==> config.mk <==
export PLATFORM = sky130hd
export DESIGN_NAME = tcw_sequencer
export DESIGN_NICKNAME = d
export VERILOG_FILES = /design/src/hdl/assert_macros.svh /design/src/hdl/tcw_pkg.sv /design/src/hdl/tcw_sequencer.sv
export SDC_FILE = /design/constraint.sdc
export NUM_CORES = 1
export LEC_CHECK = 0
export ABC_AREA = 0
export BUFFER_PORTS_ARGS = -buffer_cell sky130_fd_sc_hd__buf_2
export CORE_MARGIN = 4
export CORE_UTILIZATION = 40
export DETAILED_ROUTE_END_ITERATION = 16
export PLACE_DENSITY_LB_ADDON = 0.08
export SYNTH_ARGS = -nofsm -noshare
export SYNTH_HDL_FRONTEND = slang
export SYNTH_SLANG_ARGS = --single-unit
==> constraint.sdc <==
create_clock -name clk -period 5.3 [get_ports clk]
set_clock_uncertainty 0.15 [all_clocks]
set_input_delay 0.265 -clock clk [delete_from_list [all_inputs] [get_ports clk]]
set_output_delay 0.265 -clock clk [all_outputs]
set_load 0.05 [all_outputs]
==> src/hdl/assert_macros.svh <==
// Assertion macros used by the top-level RTL file to check its own behavior.
`ifndef ASSERT_MACROS_SVH
`define ASSERT_MACROS_SVH
`ifndef SYNTHESIS
`define ASSERT_ALWAYS(lbl, expr) \
  lbl: assert property (@(posedge clk) disable iff (rst) (expr)) \
    else $error("assertion failed");
`define ASSERT_IMPLY(lbl, ante, cons) \
  lbl: assert property (@(posedge clk) disable iff (rst) (ante) |-> (cons)) \
    else $error("assertion failed");
`define ASSERT_NEXT(lbl, ante, cons) \
  lbl: assert property (@(posedge clk) disable iff (rst) (ante) |=> (cons)) \
    else $error("assertion failed");
`else
`define ASSERT_ALWAYS(lbl, expr)
`define ASSERT_IMPLY(lbl, ante, cons)
`define ASSERT_NEXT(lbl, ante, cons)
`endif
`endif

==> src/hdl/tcw_pkg.sv <==
// Types, constants, microcode table and helper functions of the console cell writer.
package tcw_pkg;

  localparam int COLUMNS = 80;
  localparam int ROWS    = 25;
  localparam int CELLS   = ROWS * COLUMNS;

  localparam int ROW_W   = (ROWS > 1) ? $clog2(ROWS) : 1;
  localparam int COL_W   = (COLUMNS > 1) ? $clog2(COLUMNS) : 1;
  localparam int ADDR_W  = 11;
  localparam int DATA_W  = 16;
  localparam int CHAR_W  = 8;
  localparam int NUM_W   = 32;
  localparam int OP_W    = 2;
  localparam int POS_W   = 16;
  localparam int PC_W    = 4;
  localparam int CNT_W   = 4;
  localparam int DIGIT_W = 4;
  localparam int DEC_DIGITS = 10;
  localparam int HEX_DIGITS = NUM_W / DIGIT_W;
  localparam int STACK_W = DEC_DIGITS * DIGIT_W;

  localparam logic [CHAR_W-1:0] ATTR_RESET   = 8'h0F;
  localparam logic [CHAR_W-1:0] NEWLINE_CODE = 8'd10;
  localparam logic [CHAR_W-1:0] CHAR_ZERO    = 8'h30;
  localparam logic [CHAR_W-1:0] CHAR_A       = 8'h41;
  localparam logic [CHAR_W-1:0] CHAR_MINUS   = 8'h2D;
  localparam logic [CHAR_W-1:0] CHAR_X       = 8'h78;
  localparam int RADIX = 10;

  localparam logic [NUM_W-1:0] RECIP_TEN = 32'hCCCC_CCCD;
  localparam int RECIP_SHIFT = 35;

  typedef enum logic [OP_W-1:0] {
    OP_PUT  = 2'd0,
    OP_MOVE = 2'd1,
    OP_DEC  = 2'd2,
    OP_HEX  = 2'd3
  } op_t;

  typedef enum logic [2:0] {
    EM_NONE, EM_CHAR, EM_MOVE, EM_MINUS, EM_DIGIT, EM_HEX, EM_ZERO, EM_X
  } emit_t;

  typedef enum logic [1:0] {WK_NONE, WK_DIV, WK_SHIFT} work_t;
  typedef enum logic [1:0] {CN_HOLD, CN_INC, CN_DEC} cnt_op_t;
  typedef enum logic [1:0] {LS_NEVER, LS_ALWAYS, LS_CNT_ONE, LS_CNT_LAST_HEX} last_t;
  typedef enum logic [1:0] {JP_NONE, JP_ALWAYS, JP_QNZ, JP_DISPATCH} jump_t;

  localparam logic [PC_W-1:0] ST_IDLE  = 4'd0;
  localparam logic [PC_W-1:0] ST_PUT   = 4'd1;
  localparam logic [PC_W-1:0] ST_MOVE  = 4'd2;
  localparam logic [PC_W-1:0] ST_SIGN  = 4'd3;
  localparam logic [PC_W-1:0] ST_DIV   = 4'd4;
  localparam logic [PC_W-1:0] ST_DOUT  = 4'd5;
  localparam logic [PC_W-1:0] ST_HZERO = 4'd6;
  localparam logic [PC_W-1:0] ST_HX    = 4'd7;
  localparam logic [PC_W-1:0] ST_HDIG  = 4'd8;

  typedef struct packed {
    emit_t             emit;
    work_t             work;
    cnt_op_t           cnt_op;
    last_t             last;
    jump_t             jump;
    logic [PC_W-1:0]   target;
  } ucode_t;

  typedef struct packed {
    ucode_t cw;
    logic   fire;
    logic   load;
    logic   emit;
    logic   last;
  } ctrl_t;

  typedef struct packed {
    logic neg;
    logic q_nonzero;
    logic cnt_one;
    logic cnt_last_hex;
    logic out_free;
  } status_t;

  function automatic ucode_t ucode_rom(input logic [PC_W-1:0] pc);
    ucode_t w;
    w = '{emit: EM_NONE, work: WK_NONE, cnt_op: CN_HOLD, last: LS_NEVER,
          jump: JP_DISPATCH, target: ST_IDLE};
    case (pc)
      ST_IDLE:  w = '{EM_NONE,  WK_NONE,  CN_HOLD, LS_NEVER,        JP_DISPATCH, ST_IDLE};
      ST_PUT:   w = '{EM_CHAR,  WK_NONE,  CN_HOLD, LS_ALWAYS,       JP_NONE,     ST_IDLE};
      ST_MOVE:  w = '{EM_MOVE,  WK_NONE,  CN_HOLD, LS_ALWAYS,       JP_NONE,     ST_IDLE};
      ST_SIGN:  w = '{EM_MINUS, WK_NONE,  CN_HOLD, LS_NEVER,        JP_NONE,     ST_IDLE};
      ST_DIV:   w = '{EM_NONE,  WK_DIV,   CN_INC,  LS_NEVER,        JP_QNZ,      ST_DIV};
      ST_DOUT:  w = '{EM_DIGIT, WK_NONE,  CN_DEC,  LS_CNT_ONE,      JP_ALWAYS,   ST_DOUT};
      ST_HZERO: w = '{EM_ZERO,  WK_NONE,  CN_HOLD, LS_NEVER,        JP_NONE,     ST_IDLE};
      ST_HX:    w = '{EM_X,     WK_NONE,  CN_HOLD, LS_NEVER,        JP_NONE,     ST_IDLE};
      ST_HDIG:  w = '{EM_HEX,   WK_SHIFT, CN_INC,  LS_CNT_LAST_HEX, JP_ALWAYS,   ST_HDIG};
      default:  w = '{EM_NONE,  WK_NONE,  CN_HOLD, LS_NEVER,        JP_DISPATCH, ST_IDLE};
    endcase
    return w;
  endfunction

  function automatic logic [PC_W-1:0] dispatch_step(input op_t op);
    logic [PC_W-1:0] s;
    case (op)
      OP_PUT:  s = ST_PUT;
      OP_MOVE: s = ST_MOVE;
      OP_DEC:  s = ST_SIGN;
      OP_HEX:  s = ST_HZERO;
      default: s = ST_IDLE;
    endcase
    return s;
  endfunction

  function automatic logic [ADDR_W-1:0] cell_pos(input logic [ROW_W-1:0] r,
                                                 input logic [COL_W-1:0] c);
    logic [POS_W-1:0] p;
    p = POS_W'(r) * POS_W'(COLUMNS) + POS_W'(c);
    return p[ADDR_W-1:0];
  endfunction

  function automatic logic [CHAR_W-1:0] nibble_ascii(input logic [DIGIT_W-1:0] nib);
    logic [CHAR_W-1:0] ch;
    if (nib < DIGIT_W'(RADIX)) begin
      ch = CHAR_ZERO + CHAR_W'(nib);
    end else begin
      ch = CHAR_A + CHAR_W'(nib) - CHAR_W'(RADIX);
    end
    return ch;
  endfunction

endpackage

==> src/hdl/tcw_sequencer.sv <==
// Microcode sequencer: step counter, control word fetch and conditional jumps.
module tcw_sequencer (
  input  logic                      clk,
  input  logic                      rst,
  input  logic                      in_valid,
  input  logic [tcw_pkg::OP_W-1:0]  operation,
  input  tcw_pkg::status_t          status,
  output tcw_pkg::ctrl_t            ctrl,
  output logic                      in_ready
);
  import tcw_pkg::*;

  logic [PC_W-1:0] pc;
  logic [PC_W-1:0] pc_next;
  ucode_t          cw;
  logic            emit_needed;
  logic            fire;
  logic            last_now;

  always_comb begin
    cw = ucode_rom(pc);
    emit_needed = (cw.emit != EM_NONE) && !((cw.emit == EM_MINUS) && !status.neg);
    if (cw.jump == JP_DISPATCH) begin
      fire = in_valid;
    end else begin
      fire = !emit_needed || status.out_free;
    end
    case (cw.last)
      LS_NEVER:        last_now = 1'b0;
      LS_ALWAYS:       last_now = 1'b1;
      LS_CNT_ONE:      last_now = status.cnt_one;
      LS_CNT_LAST_HEX: last_now = status.cnt_last_hex;
      default:         last_now = 1'b0;
    endcase
    pc_next = pc;
    if (fire) begin
      if (last_now) begin
        pc_next = ST_IDLE;
      end else begin
        case (cw.jump)
          JP_NONE:     pc_next = pc + PC_W'(1);
          JP_ALWAYS:   pc_next = cw.target;
          JP_QNZ:      pc_next = status.q_nonzero ? cw.target : pc + PC_W'(1);
          JP_DISPATCH: pc_next = dispatch_step(op_t'(operation));
          default:     pc_next = ST_IDLE;
        endcase
      end
    end
  end

  always_ff @(posedge clk) begin
    if (rst) begin
      pc <= ST_IDLE;
    end else begin
      pc <= pc_next;
    end
  end

  assign in_ready  = (cw.jump == JP_DISPATCH);
  assign ctrl.cw   = cw;
  assign ctrl.fire = fire;
  assign ctrl.load = fire && (cw.jump == JP_DISPATCH);
  assign ctrl.emit = fire && emit_needed;
  assign ctrl.last = last_now;

endmodule

==> results of run 1 <==
==> per-layer routing <==
layer / vias up / global-route usage
li1: 428 / -
met1: 382 / 0.166
met2: 19 / 0.248
met3: 5 / 0.0294
met4: 0 / 0.0695
met5: - / 0
==> area by class of cell <==
| cell class | count | area [um^2] |
|---|---|---|
| Clock buffer | 3 | 22.5 |
| Multi-Input combinational cell | 77 | 572 |
| Timing Repair Buffer | 28 | 140 |
| Inverter | 9 | 33.8 |
| Fill cell | 243 | 1150 |
| Tap cell | 28 | 35.0 |
| Sequential cell | 16 | 320 |
==> cells by family (layout without fill, tap and decap cells) <==
kind of cell,after synthesis,after routing,synth area share
AOI/OAI and AO/OA,33,33,0.272
xor gates and xnor gates,1,1,0.00898
adders and majority gates,3,3,0.0385
buffers and inverters,17,40,0.0859
DFF,16,16,0.328
muxes,3,3,0.0321
other,1,1,0.00384
and+or+nand+nor,36,36,0.231
==> synth_stat cells, drive strengths merged, types with 2 or more instances <==
cell,count
o211ai,2
clkbuf,2
a22oi,2
nand4b,2
nor2,7
inv,9
mux2i,2
nand2b,6
buf,6
nand2,5
o21ai,9
ha,3
dfxtp,16
nor3,2
a21oi,9
and2,3
nand3,3
==> sequential cells by signal (all words and copies together), names as in the netlist <==
name and count:
pc 4, cw 12
==> critical path, stage by stage, from the launching register on <==
cell and delay (ps):
dfxtp_1 430, a21o_1 260, o31ai_4 320, inv_1 160, mux2i_1 310, nor2_1 120, inv_1 70, ha_1 210
nand2b_1 120, or3b_4 420, o21ai_2 70
==> metrics by stage <==
step | setup slack (ps) | instance area (um^2) | hold slack (ps) | power [uW]
final | 2600 | 1120 | 141 | 683
after global routing | 2350 | 1120 | 173 | 736
after CTS | 2610 | 1120 | 132 | 690
after detailed placement | 2640 | 1100 | 441 | 627
after global placement | 2770 | 1100 | 436 | 625
after floorplan | 2560 | 976 | 324 | 549
==> layout by cell type, fill, tap and decap left out, types with 2 or more instances in the layout <==
cell      count
nand4b_1      2
nand2_1       5
o21ai_2       3
inv_1         8
ha_1          3
and2_1        3
clkbuf_4      3
o21ai_0       6
mux2i_1       2
buf_2        28
dfxtp_1      16
nand3_1       3
nor2_1        6
nand2b_1      5
nor3_1        2
a21oi_1       8
==> worst min path at each step <==
stage,start,end,slack (ps)
final,rst,pc[0]$_SDFFE_PP0N_,140
after global routing,rst,pc[0]$_SDFFE_PP0N_,170
after CTS,rst,pc[0]$_SDFFE_PP0N_,130
after floorplan,rst,cw[8]$_DFF_P_,320
after global placement,rst,pc[1]$_SDFFE_PP0N_,440
after detailed placement,rst,pc[1]$_SDFFE_PP0N_,440
==> power breakdown <==
group          leakage [uW]  internal, uW  switching, uW
Clock             0.0000138          26.4           34.8
Sequential         0.000131           150           43.1
Combinational      0.000377           128            300
Total              0.000522           305            378
==> reports/results.txt, run 1 <==
CP max FO = 14
final period utilization = 0.509
Leakage = 0.000522 uW
chip width = 57.4 um
row cnt = 17
Layout Cells excl Fill = 161
CTS Buf Count = 3
fin crit period = 2700 ps
gp weighted congestion = 0.791
P per Cell Area = 608 nW/um^2
Worst-path clk slew = 80 ps
largest net degree at the start of global routing = 15
# hold bufs at CTS = 0
Met2 Wirelength = 1090 um
Ports = 30
share of cells above drive strength 1 = 0.353
CTS tree = built
Async SR Flop Fraction = 0
type of the worst setup path = flip-flop to flip-flop
critical path launch point = cw[5]$_DFF_P_
gr ovfl total = 0
Synth area leaders = dfxtp_1 33%, a21oi_1 4.1%, buf_4 3.8%, ha_1 3.8%, nand2b_1 3.2%
Worst Hold Class = primary input to flip-flop
clk buf depth = 2
dominant synthesized flop cell = dfxtp_1
setup TNS = 0 ps
Avg Vias per Cell = 5.18
Synth Register Bits = 16
FMAX = 371 MHz
htree depth = 1
CTS sink cnt = 16
vias in the first global route = 824
Die Area = 3290 um^2
register area share after synthesis = 0.328
routed wire length per instance = 13.6 um
reg2reg start = cw[5]$_DFF_P_
VDD IR max = 0.000371 V
# nets final = 148
Hold Path Depth = 2
root buffer cell = clkbuf_4
wire length on met3 = 92 um
post-DP HPWL = 1790 um
syn avg cell area = 8.87 um^2
top sig layer = met4
Mapped Area = 976 um^2
Starting Density = 0.429
Ys Warns = 0
critical path startpoint category = flip-flop
Gate Count Post-Synth = 110
critical path endpoint category = flip-flop
Final ANT Viol Nets = 0
Critical Path RT = 5380 ps
DRC Markers = 0
I/O Buffers = 28
initial antenna violation count = 0
EDFF count, synth = 0
top cell type by total area after synthesis = dfxtp_1
post_cts resized = 0
dpl cells = 158
M1 WL = 968 um
First DRT Iteration DRCs = 36
Critical path destination = cw[6]$_DFF_P_
Synth top area share = 0.328
Net Count, Synth = 123
max cap viols = 0
Arr. time, crit path = 2770 ps
Final Util = 0.494
Clock Latency Late Sink = 280 ps
diode count = 0
count of final hold-check violations = 0
DIE HEIGHT = 57.4 um
Slew Viols, Final = 0
via total after detailed routing = 834
RSZ-0062 raised after global routing = false
Global Route Usage Sum = 0.144
Setup Buffers After CTS = 0
flop2flop setup slack = 2600 ps
R2R Path End = cw[6]$_DFF_P_
first-pass GRT wire length = 3690 um
status = complete, no violations
Layout area overhead = 15.1%
Routed Wire Length = 2180 um
Core ar. = 2280 um^2
Yosys cell types = 47
Final setup viols = 0
Initial DRT Pass Iterations = 4
Worst Reg2Reg Path Length in Cells = 10
Note: power is estimated with default switching activity, not from simulation.
==> run 2: changes to the inputs <==
==> constraint.sdc (replaced) <==
create_clock -name clk -period 2.18 [get_ports clk]
set_clock_uncertainty 0.15 [all_clocks]
set_input_delay 0.109 -clock clk [delete_from_list [all_inputs] [get_ports clk]]
set_output_delay 0.109 -clock clk [all_outputs]
set_load 0.05 [all_outputs]
==> reports/results.txt, run 2 (synthesized netlist as in run 1, its figures left out) <==
status = finished with violations
violated checks = negative setup slack
diode count = 0 (unchanged)
count of final hold-check violations = 0 (unchanged)
share of cells above drive strength 1 = 0.528 (+0.175)
Die Area = 3290 um^2 (unchanged)
Global Route Usage Sum = 0.156 (+0.0121)
Avg Vias per Cell = 5.10 (-1.6%)
htree depth = 1 (unchanged)
Final WS setup = -57.0 ps (-2660 ps)
CTS Buf Count = 3 (unchanged)
max cap viols = 0 (unchanged)
CP max FO = 4 (-10)
Switching Fraction = 0.497 (-0.0558)
critical path startpoint category = flip-flop
initial antenna violation count = 0 (unchanged)
max reg flops = 12 (unchanged)
row cnt = 17 (unchanged)
Final ANT Viol Nets = 0 (unchanged)
Layout area overhead = 41.3%
most frequent cells in the layout = 28 x buf_2, 22 x buf_4, 9 x dfxtp_1
dpl cell area = 1280 um^2 (+16%)
Core ar. = 2280 um^2 (unchanged)
Routed Wire Length = 2520 um (+15%)
Worst-path clk slew = 90 ps (about the same)
type of the worst setup path = flip-flop to flip-flop
gp weighted congestion = 0.818 (+3.4%)
final period utilization = 1.03 (+0.517)
post-route design area = 1380 um^2 (+23%)
Cell Int Power = 1020 uW (+240%)
sw power = 1010 uW (+170%)
vias in the first global route = 855 (+3.8%)
Worst Hold Class = primary input to flip-flop
DIE HEIGHT = 57.4 um (unchanged)
gr ovfl total = 0 (unchanged)
VDD IR max = 0.000841 V (+130%)
RSZ-0062 raised after global routing = true
Layout Cells excl Fill = 187 (+16%)
Slew Viols, Final = 0 (unchanged)
# nets final = 173 (+17%)
Ports = 30 (unchanged)
Leakage = 0.000659 uW (+26%)
routed wire length per instance = 13.5 um (-0.69%)
largest net degree at the start of global routing = 10 (-5)
sequential power share = 0.218 (-0.065)
Final setup viols = 4 (+4)
I/O Buffers = 28 (unchanged)
FMAX = 447 MHz (+21%)
CTS tree = built
post-DP HPWL = 1970 um (+10%)
First DRT Iteration DRCs = 18 (-50%)
P per Cell Area = 1480 nW/um^2 (+140%)
most common cell after layout, fill and taps aside = buf_2
Starting Density = 0.429 (unchanged)
Critical Path RT = 2250 ps (-3130 ps)
CTS sink cnt = 16 (unchanged)
Clock power frac = 0.096 (+0.006)
Logic pwr share = 0.686 (+0.059)
critical path endpoint category = flip-flop
DRC Markers = 0 (unchanged)
fin crit period = 2240 ps (-460 ps)
first-pass GRT wire length = 3970 um (+7.5%)
Initial DRT Pass Iterations = 4 (unchanged)
via total after detailed routing = 953 (+14%)
root buffer cell = clkbuf_4
clk buf depth = 2 (unchanged)
dpl cells = 178 (+13%)
Arr. time, crit path = 2310 ps (-460 ps)
chip width = 57.4 um (unchanged)
Clock Latency Late Sink = 290 ps (about the same)
final hold slack = 326 ps (+185 ps)
-- run 2: cell count changes in the layout (fill, tap and decap cells not counted), sizes merged --
cell,previous run,this run
buf,28,50
clkbuf,3,4
a22oi,2,3
dlygate4sd3,0,2
-- run 2: routing by layer --
layer / part of all wire / up-vias / routed length (um) / global-route usage
met5: 0 / - / 0 / 0
met4: 0.018 / 0 / 46 / 0.0795
met3: 0.053 / 4 / 134 / 0.0226
met2: 0.49 / 28 / 1230 / 0.248
met1: 0.44 / 436 / 1100 / 0.202
li1: - / 485 / - / -
-- run 2: worst paths after layout --
| check | start | endpoint | slack, ps | depth (start not counted) |
|---|---|---|---|---|
| setup / recovery | cw[13]$_SDFF_PP0_ | cw[14]$_DFF_P_ | -60 | 10 |
| hold / removal | operation[1] | pc[2]$_SDFFE_PP0N_ | 330 | 6 |
| setup reg to reg | cw[13]$_SDFF_PP0_ | cw[14]$_DFF_P_ | -60 | 10 |
| hold reg to reg | pc[3]$_SDFFE_PP0N_ | cw[13]$_SDFF_PP0_ | 600 | 2 |
-- run 2: worst max-delay path, cell delays in order, from the launching register on --
cell and delay, ps:
dfxtp_4 360, nor4bb_4 360, o31ai_4 90, inv_2 90, mux2i_2 250, nor2_2 70
inv_1 60, ha_2 170, nand2b_1 70, or3b_4 420, o21ai_2 70
-- run 2: repair_timing --
| item | in CTS | in global routing |
|---|---|---|
| hold endpoints to repair | 4 | 0 |
| hold buffers | 2 | 0 |
| gates cloned | 0 | 1 |
| buffers inserted | 1 | 2 |
| pin swaps | 0 | 3 |
| resized for setup | 1 | 6 |
| setup endpoints to repair | 5 | 10 |
-- run 2: power groups by stage --
stage               Clock [uW]  Sequential (uW)  Combinational [uW]
CTS                        199              445                1370
finish                     195              444                1400
floorplan                    0              640                 740
global placement             0              449                1350
detailed placement           0              452                1350
global route               212              460                1510
-- run 2: final cells by class --
class | count | area (um^2)
tap | 28 | 35.0
multi-input combinational | 78 | 609
sequential | 16 | 339
inverter | 9 | 33.8
timing repair buffer | 52 | 325
fill | 218 | 897
clock buffer | 4 | 36.3
-- run 2: stage by stage --
step | setup WS (ps) | utilization | TNS, ps | power [uW]
floorplan | -219 | - | -942 | 1380
global placement | -11.4 | 0.563 | -36.8 | 1800
detailed placement | -19.1 | 0.563 | -56.9 | 1800
CTS | -40.3 | 0.591 | -146 | 2010
global route | -188 | 0.606 | -898 | 2180
finish | -57.0 | 0.606 | -204 | 2040
==> run 3: changes to the inputs <==
--- a/config.mk
+++ b/config.mk
@@ -11,6 +11,8 @@
 export CORE_UTILIZATION = 40
 export DETAILED_ROUTE_END_ITERATION = 16
 export PLACE_DENSITY_LB_ADDON = 0.08
+export REMOVE_ABC_BUFFERS = 1
+export SETUP_SLACK_MARGIN = 0.15
 export SYNTH_ARGS = -nofsm -noshare
 export SYNTH_HDL_FRONTEND = slang
 export SYNTH_SLANG_ARGS = --single-unit
==> reports/results.txt, run 3 (synthesized netlist as in run 1, its figures left out) <==
count of final hold-check violations = 0 (unchanged)
max reg flops = 12 (unchanged)
share of cells above drive strength 1 = 0.570 (+0.0414)
Clock Latency Late Sink = 290 ps (about the same)
Leakage = 0.000691 uW (+4.8%)
Avg Vias per Cell = 5.05 (-0.97%)
RSZ-0062 raised after global routing = true
I/O Buffers = 28 (unchanged)
DRC Markers = 0 (unchanged)
fin crit period = 2260 ps (+19.6 ps)
type of the worst setup path = flip-flop to flip-flop
CTS tree = built
post-route design area = 1460 um^2 (+5.7%)
final period utilization = 1.04 (+0.00898)
P per Cell Area = 1510 nW/um^2 (+2.3%)
most frequent cells in the layout = 27 x buf_2, 27 x buf_4, 12 x dfxtp_1
vias in the first global route = 948 (+11%)
Worst-path clk slew = 100 ps (about the same)
dpl cell area = 1230 um^2 (-4.1%)
Setup Slack @ Placement = -169 ps (-150 ps)
Tot Pwr = 2200 uW (+8.1%)
Critical Path RT = 2270 ps (+20 ps)
root buffer cell = clkbuf_4
first-pass GRT wire length = 4160 um (+4.9%)
gp weighted congestion = 0.876 (+7.0%)
routed wire length per instance = 13.5 um (+0.39%)
Final setup viols = 7 (+3)
# nets final = 179 (+3.5%)
Die Area = 3290 um^2 (unchanged)
violated checks = negative setup slack
Slew Viols, Final = 0 (unchanged)
critical path startpoint category = flip-flop
CTS Buf Count = 3 (unchanged)
htree depth = 1 (unchanged)
DIE HEIGHT = 57.4 um (unchanged)
Layout area overhead = 49.4%
critical path endpoint category = flip-flop
Routed Wire Length = 2610 um (+3.6%)
clk buf depth = 2 (unchanged)
flop2flop setup slack = -80 ps (-20 ps)
max cap viols = 0 (unchanged)
status = finished with violations
CTS sink cnt = 16 (unchanged)
Starting Density = 0.429 (unchanged)
dpl cells = 175 (-1.7%)
chip width = 57.4 um (unchanged)
Core ar. = 2280 um^2 (unchanged)
Initial DRT Pass Iterations = 4 (unchanged)
row cnt = 17 (unchanged)
Final WS setup = -76.6 ps (-19.6 ps)
Final ANT Viol Nets = 0 (unchanged)
diode count = 0 (unchanged)
Ports = 30 (unchanged)
VDD IR max = 0.00105 V (+24%)
post-DP HPWL = 1920 um (-2.7%)
initial antenna violation count = 0 (unchanged)
Arr. time, crit path = 2340 ps (+30 ps)
First DRT Iteration DRCs = 11 (-7)
FMAX = 443 MHz (-0.87%)
gr ovfl total = 0 (unchanged)
Worst Hold Class = primary input to flip-flop
via total after detailed routing = 974 (+2.2%)
largest net degree at the start of global routing = 10 (unchanged)
Layout Cells excl Fill = 193 (+3.2%)
CP max FO = 7 (+3)
Global Route Usage Sum = 0.160 (+0.00445)
[run 3: worst max-delay path: stages, from the launching register on]
cell,delay [ps]
dfxtp_4,380
a21o_1,220
o31ai_4,270
inv_2,80
mux2i_2,210
nor2_1,80
inv_1,70
ha_2,180
nand2b_1,70
or3b_4,420
o21ai_2,70
[run 3: area by class of cell]
class | count | area [um^2]
clock buffer | 4 | 36.3
fill | 201 | 818
inverter | 9 | 33.8
multi-input combinational | 77 | 627
sequential | 16 | 330
tap | 28 | 35.0
timing repair buffer | 59 | 395
[run 3: path summary, 6_finish.rpt]
check | from | end | depth (start not counted)
worst max register to register | cw[4]$_SDFF_PP1_ | cw[7]$_DFF_P_ | 10
worst min-delay path | operation[1] | cw[8]$_DFF_P_ | 7
worst max-delay path | cw[4]$_SDFF_PP1_ | cw[7]$_DFF_P_ | 10
worst min register to register | pc[2]$_SDFFE_PP0N_ | cw[8]$_DFF_P_ | 3
[run 3: timing repair]
action | CTS | global route
resized for setup | 12 | 18
hold buffers | 2 | 0
cloned | 0 | 0
buffers inserted | 9 | 3
endpoints found under the setup margin | 11 | 14
pin swaps | 7 | 8
endpoints found under the hold margin | 4 | 0
[run 3: per-layer routing]
metal | share of wire | track usage
met1 | 0.41 | 0.185
met5 | 0 | 0
met3 | 0.041 | 0.0226
met4 | 0.017 | 0.0728
met2 | 0.53 | 0.287
[run 3: metrics by stage]
step / hold WS, ps / TNS, ps / utilization
after floorplan: 28.1 / -8080 / -
after global placement: 291 / -118 / 0.540
after detailed placement: 286 / -683 / 0.540
after CTS: 345 / -307 / 0.606
after global routing: 399 / -1340 / 0.640
final: 341 / -412 / 0.640
[run 3: report_power, final]
part	switching (uW)	leakage (uW)	total [uW]	internal (uW)
clock network	97.3	0.0000210	199	102
logic	905	0.000538	1560	653
registers	68.7	0.000132	444	375
